**config.mk**
```make
export PLATFORM = sky130hd
export DESIGN_NAME = integer_alu_with_gcd_lcm
export DESIGN_NICKNAME = d
export VERILOG_FILES = /design/src/hw/rtl/igl_pkg.sv /design/src/hw/rtl/igl_addsub.sv /design/src/hw/rtl/integer_alu_with_gcd_lcm.sv
export SDC_FILE = /design/constraint.sdc
export NUM_CORES = 1
export LEC_CHECK = 0
export ABC_CLOCK_PERIOD_IN_PS = 7700
export BUFFER_PORTS_ARGS = -buffer_cell sky130_fd_sc_hd__buf_2
export CAP_MARGIN = 10
export CORE_UTILIZATION = 30
export CTS_CLUSTER_SIZE = 25
export DETAILED_ROUTE_END_ITERATION = 8
export GPL_TIMING_DRIVEN = 1
export PLACE_DENSITY = 0.5
export REMOVE_ABC_BUFFERS = 1
export SYNTH_ARGS = -nofsm -noshare
export SYNTH_HDL_FRONTEND = slang
export SYNTH_SLANG_ARGS = --single-unit
```
**constraint.sdc**
```tcl
create_clock -name clk -period 7.7 [get_ports clk]
set_input_delay 0.385 -clock clk [delete_from_list [all_inputs] [get_ports clk]]
set_output_delay 0.385 -clock clk [all_outputs]
set_load 0.02 [all_outputs]
```
**src/hw/rtl/igl_pkg.sv**
```systemverilog
// Shared types and constants for the integer ALU with GCD and LCM.
package igl_pkg;

    localparam int DATA_WIDTH = 32;
    localparam int CNT_W      = $clog2(DATA_WIDTH);

    typedef enum logic [2:0] {
        FN_ADD = 3'd0,
        FN_SUB = 3'd1,
        FN_MUL = 3'd2,
        FN_DIV = 3'd3,
        FN_MOD = 3'd4,
        FN_GCD = 3'd5,
        FN_LCM = 3'd6,
        FN_BAD = 3'd7
    } func_t;

    typedef enum logic [1:0] {
        ST_OK    = 2'd0,
        ST_DIV0  = 2'd1,
        ST_BADOP = 2'd2
    } status_t;

    typedef enum logic [3:0] {
        S_IDLE,
        S_ARITH,
        S_MAG_A,
        S_MAG_B,
        S_DIV,
        S_GCD,
        S_MUL,
        S_NEG,
        S_DONE
    } state_t;

    typedef struct packed {
        func_t                  func;
        logic signed [DATA_WIDTH-1:0] operand_a;
        logic signed [DATA_WIDTH-1:0] operand_b;
    } cmd_t;

    typedef struct packed {
        logic signed [DATA_WIDTH-1:0] result;
        logic [1:0]                   status;
    } rsp_t;

endpackage

```
**src/hw/rtl/igl_addsub.sv**
```systemverilog
// Shared add/subtract unit, one bit wider than the data path for borrow out.
module igl_addsub
    import igl_pkg::*;
(
    input  logic [DATA_WIDTH:0] op_x,
    input  logic [DATA_WIDTH:0] op_y,
    input  logic                sub,
    output logic [DATA_WIDTH:0] sum
);

    always_comb
    begin
        if (sub)
        begin
            sum = op_x - op_y;
        end
        else
        begin
            sum = op_x + op_y;
        end
    end

endmodule

```
**src/hw/rtl/integer_alu_with_gcd_lcm.sv**
```systemverilog
// Top level: sequencer and registers of the integer ALU with GCD and LCM.
//
// Usage:
//   Drive cmd (func, operand_a, operand_b) and raise start. The word is
//   taken at a rising edge with start high and busy low. busy stays high
//   until the result word has been shown. The result word (result, status)
//   is marked valid on rsp by done for exactly one cycle; the receiver cannot
//   hold it off and must take it then.
// Operations, all on one shared adder:
//   add, sub:            one add or subtract of a and b
//   invalid code:        no arithmetic, status ST_BADOP
//   mul (shift-add):     low DATA_WIDTH bits of the product
//   div, mod (restoring): on |a| and |b|, then a sign fix-up step when needed
//   div, mod by zero:    no divide, status ST_DIV0
//   gcd (binary, one shift, subtract-and-shift or swap per cycle) of |a| and
//       |b|; the time depends on the operands
//   lcm: gcd, then divide |a| by g, then multiply by |b|
// One word is in flight at a time; the next start is taken the cycle after
// done. Reset clears the sequencer to idle; no result is pending after it.
module integer_alu_with_gcd_lcm
    import igl_pkg::*;
(
    input  logic clk,
    input  logic rst_n,
    input  logic start,
    input  cmd_t cmd,
    output logic busy,
    output logic done,
    output rsp_t rsp
);

    localparam logic [CNT_W-1:0] CNT_LAST = CNT_W'(DATA_WIDTH - 1);

    // control state
    state_t           state_reg, state_next;
    logic [CNT_W-1:0] cnt_reg, cnt_next;

    // payload
    func_t                 func_reg, func_next;
    logic                  a_neg_reg, a_neg_next;
    logic                  b_neg_reg, b_neg_next;
    logic [DATA_WIDTH-1:0] x_reg, x_next;    // operand A / multiplicand / gcd x
    logic [DATA_WIDTH-1:0] y_reg, y_next;    // operand B / divisor / gcd y
    logic [DATA_WIDTH-1:0] q_reg, q_next;    // dividend-quotient / multiplier
    logic [DATA_WIDTH-1:0] r_reg, r_next;    // partial remainder / product
    logic [DATA_WIDTH-1:0] mb_reg, mb_next;  // |b| kept for lcm
    logic [CNT_W-1:0]      k_reg, k_next;    // common factors of two in gcd
    logic [DATA_WIDTH-1:0] res_reg, res_next;
    status_t               stat_reg, stat_next;

    // shared unit
    logic [DATA_WIDTH:0] op_x, op_y, sum;
    logic                op_sub;

    logic                  borrow;
    logic                  x_zero, y_zero, cnt_last, gcd_found, need_neg;
    logic [DATA_WIDTH-1:0] g_val;
    logic [DATA_WIDTH-1:0] div_q, div_r;

    igl_addsub u_addsub (
        .op_x (op_x),
        .op_y (op_y),
        .sub  (op_sub),
        .sum  (sum)
    );

    assign borrow    = sum[DATA_WIDTH];
    assign x_zero    = (x_reg == '0);
    assign y_zero    = (y_reg == '0);
    assign cnt_last  = (cnt_reg == CNT_LAST);
    assign gcd_found = x_zero || y_zero;
    assign g_val     = (x_zero ? y_reg : x_reg) << k_reg;
    assign need_neg  = (func_reg == FN_DIV) ? (a_neg_reg ^ b_neg_reg) : a_neg_reg;

    // one restoring-division step
    always_comb
    begin
        if (!borrow)
        begin
            div_r = sum[DATA_WIDTH-1:0];
            div_q = {q_reg[DATA_WIDTH-2:0], 1'b1};
        end
        else
        begin
            div_r = {r_reg[DATA_WIDTH-2:0], q_reg[DATA_WIDTH-1]};
            div_q = {q_reg[DATA_WIDTH-2:0], 1'b0};
        end
    end

    // operand select for the shared unit
    always_comb
    begin
        op_x   = '0;
        op_y   = '0;
        op_sub = 1'b0;
        unique case (state_reg)
            S_ARITH:
            begin
                op_x   = {1'b0, x_reg};
                op_y   = {1'b0, y_reg};
                op_sub = (func_reg == FN_SUB);
            end
            S_MAG_A:
            begin
                op_y   = {1'b0, x_reg};
                op_sub = 1'b1;
            end
            S_MAG_B:
            begin
                op_y   = {1'b0, y_reg};
                op_sub = 1'b1;
            end
            S_DIV:
            begin
                op_x   = {r_reg, q_reg[DATA_WIDTH-1]};
                op_y   = {1'b0, y_reg};
                op_sub = 1'b1;
            end
            S_GCD:
            begin
                op_x   = {1'b0, x_reg};
                op_y   = {1'b0, y_reg};
                op_sub = 1'b1;
            end
            S_MUL:
            begin
                op_x = {1'b0, r_reg};
                op_y = q_reg[0] ? {1'b0, x_reg} : '0;
            end
            S_NEG:
            begin
                op_y   = {1'b0, res_reg};
                op_sub = 1'b1;
            end
            default:
            begin
                op_sub = 1'b0;
            end
        endcase
    end

    // next state
    always_comb
    begin
        state_next = state_reg;
        unique case (state_reg)
            S_IDLE:
            begin
                if (start)
                begin
                    unique case (cmd.func)
                        FN_ADD, FN_SUB: state_next = S_ARITH;
                        FN_MUL:         state_next = S_MUL;
                        FN_BAD:         state_next = S_DONE;
                        default:        state_next = S_MAG_A;
                    endcase
                end
            end
            S_ARITH: state_next = S_DONE;
            S_MAG_A: state_next = S_MAG_B;
            S_MAG_B:
            begin
                if (func_reg == FN_GCD || func_reg == FN_LCM)
                begin
                    state_next = S_GCD;
                end
                else if (y_zero)
                begin
                    state_next = S_DONE;
                end
                else
                begin
                    state_next = S_DIV;
                end
            end
            S_DIV:
            begin
                if (cnt_last)
                begin
                    priority if (func_reg == FN_LCM)
                    begin
                        state_next = S_MUL;
                    end
                    else if (need_neg)
                    begin
                        state_next = S_NEG;
                    end
                    else
                    begin
                        state_next = S_DONE;
                    end
                end
            end
            S_GCD:
            begin
                if (gcd_found)
                begin
                    if (func_reg == FN_GCD || g_val == '0)
                    begin
                        state_next = S_DONE;
                    end
                    else
                    begin
                        state_next = S_DIV;
                    end
                end
            end
            S_MUL:
            begin
                if (cnt_last)
                begin
                    state_next = S_DONE;
                end
            end
            S_NEG:   state_next = S_DONE;
            S_DONE:  state_next = S_IDLE;
            default: state_next = S_IDLE;
        endcase
    end

    // datapath next values
    always_comb
    begin
        cnt_next   = cnt_reg;
        func_next  = func_reg;
        a_neg_next = a_neg_reg;
        b_neg_next = b_neg_reg;
        x_next     = x_reg;
        y_next     = y_reg;
        q_next     = q_reg;
        r_next     = r_reg;
        mb_next    = mb_reg;
        k_next     = k_reg;
        res_next   = res_reg;
        stat_next  = stat_reg;
        unique case (state_reg)
            S_IDLE:
            begin
                if (start)
                begin
                    func_next  = cmd.func;
                    x_next     = cmd.operand_a;
                    y_next     = cmd.operand_b;
                    a_neg_next = cmd.operand_a[DATA_WIDTH-1];
                    b_neg_next = cmd.operand_b[DATA_WIDTH-1];
                    q_next     = cmd.operand_b;
                    r_next     = '0;
                    cnt_next   = '0;
                    k_next     = '0;
                    res_next   = '0;
                    stat_next  = (cmd.func == FN_BAD) ? ST_BADOP : ST_OK;
                end
            end
            S_ARITH:
            begin
                res_next = sum[DATA_WIDTH-1:0];
            end
            S_MAG_A:
            begin
                if (a_neg_reg)
                begin
                    x_next = sum[DATA_WIDTH-1:0];
                end
            end
            S_MAG_B:
            begin
                y_next   = b_neg_reg ? sum[DATA_WIDTH-1:0] : y_reg;
                mb_next  = b_neg_reg ? sum[DATA_WIDTH-1:0] : y_reg;
                q_next   = x_reg;
                r_next   = '0;
                cnt_next = '0;
                k_next   = '0;
                if ((func_reg == FN_DIV || func_reg == FN_MOD) && y_zero)
                begin
                    stat_next = ST_DIV0;
                end
            end
            S_DIV:
            begin
                q_next   = div_q;
                r_next   = div_r;
                cnt_next = cnt_reg + 1'b1;
                if (cnt_last)
                begin
                    cnt_next = '0;
                    if (func_reg == FN_LCM)
                    begin
                        // |a|/g times |b|
                        x_next = div_q;
                        q_next = mb_reg;
                        r_next = '0;
                    end
                    else if (func_reg == FN_DIV)
                    begin
                        res_next = div_q;
                    end
                    else
                    begin
                        res_next = div_r;
                    end
                end
            end
            S_GCD:
            begin
                priority if (gcd_found)
                begin
                    res_next = g_val;
                    y_next   = g_val;
                    r_next   = '0;
                    cnt_next = '0;
                end
                else if (!x_reg[0] && !y_reg[0])
                begin
                    x_next = x_reg >> 1;
                    y_next = y_reg >> 1;
                    k_next = k_reg + 1'b1;
                end
                else if (!x_reg[0])
                begin
                    x_next = x_reg >> 1;
                end
                else if (!y_reg[0])
                begin
                    y_next = y_reg >> 1;
                end
                else if (!borrow)
                begin
                    x_next = {1'b0, sum[DATA_WIDTH-1:1]};
                end
                else
                begin
                    x_next = y_reg;
                    y_next = x_reg;
                end
            end
            S_MUL:
            begin
                if (q_reg[0])
                begin
                    r_next = sum[DATA_WIDTH-1:0];
                end
                x_next   = x_reg << 1;
                q_next   = q_reg >> 1;
                cnt_next = cnt_reg + 1'b1;
                if (cnt_last)
                begin
                    cnt_next = '0;
                    res_next = q_reg[0] ? sum[DATA_WIDTH-1:0] : r_reg;
                end
            end
            S_NEG:
            begin
                res_next = sum[DATA_WIDTH-1:0];
            end
            default:
            begin
                res_next = res_reg;
            end
        endcase
    end

    always_ff @(posedge clk or negedge rst_n)
    begin
        if (!rst_n)
        begin
            state_reg <= S_IDLE;
            cnt_reg   <= '0;
        end
        else
        begin
            state_reg <= state_next;
            cnt_reg   <= cnt_next;
        end
    end

    always_ff @(posedge clk)
    begin
        func_reg  <= func_next;
        a_neg_reg <= a_neg_next;
        b_neg_reg <= b_neg_next;
        x_reg     <= x_next;
        y_reg     <= y_next;
        q_reg     <= q_next;
        r_reg     <= r_next;
        mb_reg    <= mb_next;
        k_reg     <= k_next;
        res_reg   <= res_next;
        stat_reg  <= stat_next;
    end

    assign busy       = (state_reg != S_IDLE);
    assign done       = (state_reg == S_DONE);
    assign rsp.result = res_reg;
    assign rsp.status = stat_reg;

endmodule
```
* After elaboration in Yosys (flattened, before gate mapping)
Index checks and enable logic that the tools add are counted.
Word-level totals: flip-flop bits (word level) 213, input bits 70
Operators by class: $add $sub $neg 4, equality and inequality tests 30, shifts and indexed selects 1, mux-type cells 64, bitwise operators 1, reductions and logical operators 39
Operators with widths (number):
- 2-to-1 mux 32 bit | 31
- one-hot mux 32 bit (5 select lines) | 3
- one-hot mux 32 bit (4 select lines) | 2
- one-hot mux 33 bit (3 select lines) | 1
- logical NOT 32 bit | 3
- one-hot mux 32 bit (3 select lines) | 1
- 2-to-1 mux 4 bit | 9
- adder 33 x 32 -> 33 bit | 1
- 2-to-1 mux 33 bit | 1
- subtractor 33 x 32 -> 33 bit | 1
- << shifter 32 x 5 -> 32 bit | 1
- one-hot mux 4 bit (7 select lines) | 1
- 2-to-1 mux 5 bit | 5
- != test 2 bit, second input constant | 10
- one-hot mux 5 bit (4 select lines) | 1
- equality test 4 x 3 -> 1 bit, second input constant | 4
- one-hot mux 5 bit (3 select lines) | 1
- nonzero test 5 bit | 3
- equality test 3 bit, second input constant | 4
- one-hot mux 4 bit (3 select lines) | 1
- AND reduction 3 bit | 4
- AND reduction 4 bit | 3
- AND reduction 6 bit | 2
- nonzero test 4 bit | 3
- other kinds (26) | 43

* Longest topological paths before layout
depth in word-level cells 11, mapped depth 29

* By module
A second synthesis with hierarchy kept.
Second synthesis, totals: cell total of the unflattened synthesis 2209, area total of the unflattened synthesis 19082.1 µm²
Modules (own cells, without submodules):
- integer_alu_with_gcd_lcm | instances 1, cells an instance 1852, area each 16632.2 µm², seq. area each 6351.1 µm²
- igl_addsub | instances 1, cells an instance 357, area each 2449.8 µm², seq. area each 0.0 µm²

* Least setup slack after synthesis
OpenSTA, ideal clock, no wires.
kind reg2reg, from register state_reg[2], to register y_reg[10] (enable), library setup time 393 ps, arrival time 6085 ps, data required time 7307 ps, slack 1222 ps, cell stages (with the launch flop) 27, path buffers 6, clock period less this slack 6478 ps, cells stage by stage dfrtp_1 buf_6 nand2b_1 buf_4 nor3_1 buf_4 buf_2 buf_1 a222oi_1 ha_1 and3_1 nand3_1 o21ai_0 nand2_1 xor2_1 ha_1 and3_1 nand3_1 o22ai_1 nor4b_1 a211oi_1 o31ai_1 a21boi_0 o221a_2 nor2_4 buf_2 o31a_1
Between the ends: longest elaborated chain between the ends 7, elaborated cells on any way between the ends 22, those cells by class add/sub: 2; eq/ne: 10; mux: 4; reduce/logical: 6
RTL lines:
- from (decl) | line integer_alu_with_gcd_lcm.sv:35 | state_t state_reg, state_next;
- from (signal assigned) | line integer_alu_with_gcd_lcm.sv:371 | state_reg <= state_next;
- equality test 4 x 3 -> 1 bit (tied with other cells) | line integer_alu_with_gcd_lcm.sv:96, integer_alu_with_gcd_lcm.sv:236
- OR reduction 4 bit (no source line) / OR reduction 2 bit (equally long branches)
- one-hot mux 32 bit (4 select lines) / one-hot mux 33 bit (3 select lines) (equally long branches) | line integer_alu_with_gcd_lcm.sv:96 | unique case (state_reg)
- adder 33 x 32 -> 33 bit / subtractor 33 x 32 -> 33 bit (equally long branches) | line igl_addsub.sv:19, igl_addsub.sv:15
- 2-to-1 mux 33 bit | line igl_addsub.sv:13 | if (sub)
- != test 5 bit (no source line)
- AND reduction 4 bit (no source line) *
- to (signal assigned) | line integer_alu_with_gcd_lcm.sv:382 | y_reg <= y_next;
- to (decl) | line integer_alu_with_gcd_lcm.sv:43 | logic [DATA_WIDTH-1:0] y_reg, y_next;
Every way passes the cells marked *; elsewhere a longest branch is shown, timed or not. A chain may end at the register's enable or synchronous reset.

* Worst setup path after layout
from register state_reg[1], to register res_reg[4], data pin
Between the ends: longest elaborated chain between the ends 10, elaborated cells on any way between the ends 25, those cells by class add/sub: 2; eq/ne: 7; mux: 11; reduce/logical: 5
RTL lines:
- equality test 4 x 3 -> 1 bit (tied with other cells) | line integer_alu_with_gcd_lcm.sv:96, integer_alu_with_gcd_lcm.sv:236
- OR reduction 4 bit (no source line) / OR reduction 2 bit (equally long branches)
- one-hot mux 32 bit (4 select lines) / one-hot mux 33 bit (3 select lines) (equally long branches) | line integer_alu_with_gcd_lcm.sv:96
- adder 33 x 32 -> 33 bit / subtractor 33 x 32 -> 33 bit (equally long branches) | line igl_addsub.sv:19, igl_addsub.sv:15
- 2-to-1 mux 33 bit | line igl_addsub.sv:13
- 2-to-1 mux 32 bit | line integer_alu_with_gcd_lcm.sv:78 | if (!borrow)
- 2-to-1 mux 32 bit | line integer_alu_with_gcd_lcm.sv:293 | else if (func_reg == FN_DIV)
- 2-to-1 mux 32 bit | line integer_alu_with_gcd_lcm.sv:286 | if (func_reg == FN_LCM)
- 2-to-1 mux 32 bit | line integer_alu_with_gcd_lcm.sv:283 | if (cnt_last)
- one-hot mux 32 bit (5 select lines) * | line integer_alu_with_gcd_lcm.sv:236 | unique case (state_reg)
- named net res_next[4] | line integer_alu_with_gcd_lcm.sv:48 | logic [DATA_WIDTH-1:0] res_reg, res_next;
- to (signal assigned) | line integer_alu_with_gcd_lcm.sv:387 | res_reg <= res_next;
- to (decl) | line integer_alu_with_gcd_lcm.sv:48
Mark *: on every way through the listed nets, which the timed path passes. The rest lies on a longest branch. The select of a mux whose other input is x is not followed.

==> flow_summary.toml <==
[job]
drv_cap = 0

[synth]
synth_top_area_cell = "edfxtp_1"
synth.ff_latch_count = 213
synth_area_leaders = "edfxtp_1 32%, mux2i_1 6.9%, nand2_1 3.8%, nor2_1 3.5%, a21oi_1 3.5%"
async_flop_share = 0.0423
syn_area_um2 = 19100
avgSynthCellArea_um2 = 8.87
netlist.area_leader.share = 0.320
synth_edf_count = 204
synth_common_cells = "204 x edfxtp_1, 196 x nand2_1, 179 x nor2_1"
yosysMostFrequentCell = "edfxtp_1"
yosysWarnings = 0
yosysUniqueCellTypes = 92
yosysSeqAreaShare = 0.332
ys.flop_type = "edfxtp_1"
synthCells = 2157

[placement]
port_buffers = 105
dp_hpwl_mm = 69.4
place.gp.congestion = 1.04
post-place-ws_ns = 0.322

[die]
fp.dieArea_um2 = 64800
rows = 92
ios = 106
die_h_um = 255
fp.coreArea_um2 = 63100
die_x_um = 255
start_util = 0.303

[sta]
slew_headroom = 0.0862
max_freq_mhz = 138
setup_viol = 0
grt_setup_unrepaired = "false"
hold_violations = 0
setup_tns_ns = 0
setup_slack_ns = 0.474
finalCriticalPeriod_ns = 7.23
slew_violations = 0
fin_crit_sh = 0.938
skew_ns = 0.0385
worst_slew_pin_slew_ns = 1.37

[worst_hold_path]
min_path_cells = 1
hp-class = "primary input to flip-flop"

[final_layout]
nFillCells = 6591
area_growth_pct = 13.8
drive_gt1_frac = 0.164
nets = 2294

[critical_path]
reg2regPathDepth = 25
critPathCaptureType = "flip-flop"
critPathArrivalTime_ns = 7.53
path_class = "flip-flop to flip-flop"
worstPathMaxFanout = 29
cp.required_ns = 8.01
startpoint_type = "flip-flop"

[route]
drc = 0
via_per_inst = 6.75
vias = 20600
drtIter0Drc = 3560
routed_wl_mm = 100
ant_nets = 0
wl_per_cell_um = 32.8
dr.pass1.iters = 9

[clocking]
htree_levels = 1
cts_tree = "built"
clkSinkCount = 213
clk_pin_slew_ns = 0.06
numCtsBuffers = 27
clk_latency_ns = 0.60
clockBufferDepth = 3
cts_root_buf = "clkbuf_16"

[outcome]
status = "completed"

[grt]
grt-ovfl-total = 0
grt_pass1_wl_mm = 143
antenna_found_initial = 1
grtUsageTotal = 0.302
grt_pass1_vias = 19800
grt_max_degree = 70
[stage by stage]
step / instances / hold slack [ns] / area [µm²] / utilization
CTS: 3050 / 0.0643 / 21700 / 0.345
global route: 3053 / 0.0762 / 21800 / 0.345
global placement: 2997 / 0.255 / 20800 / 0.329
detailed placement: 2997 / 0.259 / 20800 / 0.329
finish: 3054 / 0.0668 / 21800 / 0.345
floorplan: 1955 / 0.0894 / 18300 / -
[placed cells by master, fill, tap and decap left out, drive strengths merged, types with 31 or more instances in the layout]
cell type and instances:
xnor2 33, mux2 48, o21a 40, nor2 181, edfxtp 204, o221ai 44
nor3 42, a31oi 43, inv 64, buf 199, nand3 47, a222oi 65
a21oi 133, mux2i 132, ha 36, nand2 197, clkbuf 31, a221oi 34
a221o 64, o21ai 132
[cell type report]
| type | instances | area (µm²) | area share |
|---|---|---|---|
| inverters | 64 | 240 | 0.0110 |
| clock buffers | 31 | 691 | 0.0317 |
| well taps | 846 | 1060 | 0.0486 |
| multi-input cells | 1678 | 11900 | 0.546 |
| clock inverters | 18 | 244 | 0.0112 |
| diodes | 1 | 2.50 | 0.000115 |
| repair buffers | 203 | 1310 | 0.0601 |
| flip-flops and latches | 213 | 6350 | 0.292 |
[cells by family after synthesis]
logic type,after synthesis,share of synthesized area
AO/OA/AOI/OAI,797,0.304
XOR/XNOR,58,0.0265
multiplexers,192,0.111
AND/OR/NAND/NOR,594,0.145
flip-flops,213,0.332
buffers and inverters,266,0.0564
adder cells (fa/ha/maj),37,0.0246
[metal layers]
layer | share of wire | wire (µm) | vias up | GRT usage
met2 | 0.42 | 41700 | 1659 | 0.441
met1 | 0.41 | 40700 | 10000 | 0.417
met4 | 0.057 | 5760 | 0 | 0.152
met3 | 0.12 | 12000 | 321 | 0.0652
li1 | - | - | 8602 | -
met5 | 0 | 0 | - | 0
[repair_timing]
| item | 4_1_cts | 5_1_grt |
|---|---|---|
| buffers inserted | 0 | 3 |
| endpoints found under the setup margin | 0 | 76 |
| hold buffers | 4 | 0 |
| resized for setup | 0 | 5 |
| endpoints found under the hold margin | 12 | 0 |
[final timing paths]
path	endpoint	from	slack (ns)
max	res_reg[4]	state_reg[1]	0.47
min	a_neg_reg	cmd[63]	0.07
max reg2reg	res_reg[4]	state_reg[1]	0.47
min reg2reg	cnt_reg[3]	cnt_reg[3]	0.48
max in group asynchronous	state_reg[3]	rst_n	7.32
min in group asynchronous	cnt_reg[0]	rst_n	0.17
[worst max-delay path, stage by stage (launching register included)]
cell and delay, ns:
dfrtp_1 0.45, buf_4 0.22, inv_1 0.20, nor3_2 0.08, buf_4 0.20, a222oi_1 0.59, and4_1 0.35, and4_1 0.22
nand3_1 0.32, o21ai_1 0.44, nand2_1 0.12, xor2_1 0.16, ha_1 0.40, and3_1 0.23, nand3_1 0.10, o22ai_1 0.12
nor4b_1 0.33, a211oi_1 0.19, o31ai_1 0.25, a21boi_0 0.13, buf_4 0.18, a2111o_2 0.47, nand2_4 0.38, buf_12 0.32
mux2i_1 0.26, o221ai_1 0.15
Power is not shown: default switching activity piles up to over one toggle a cycle in this logic, so the estimate is an artifact.
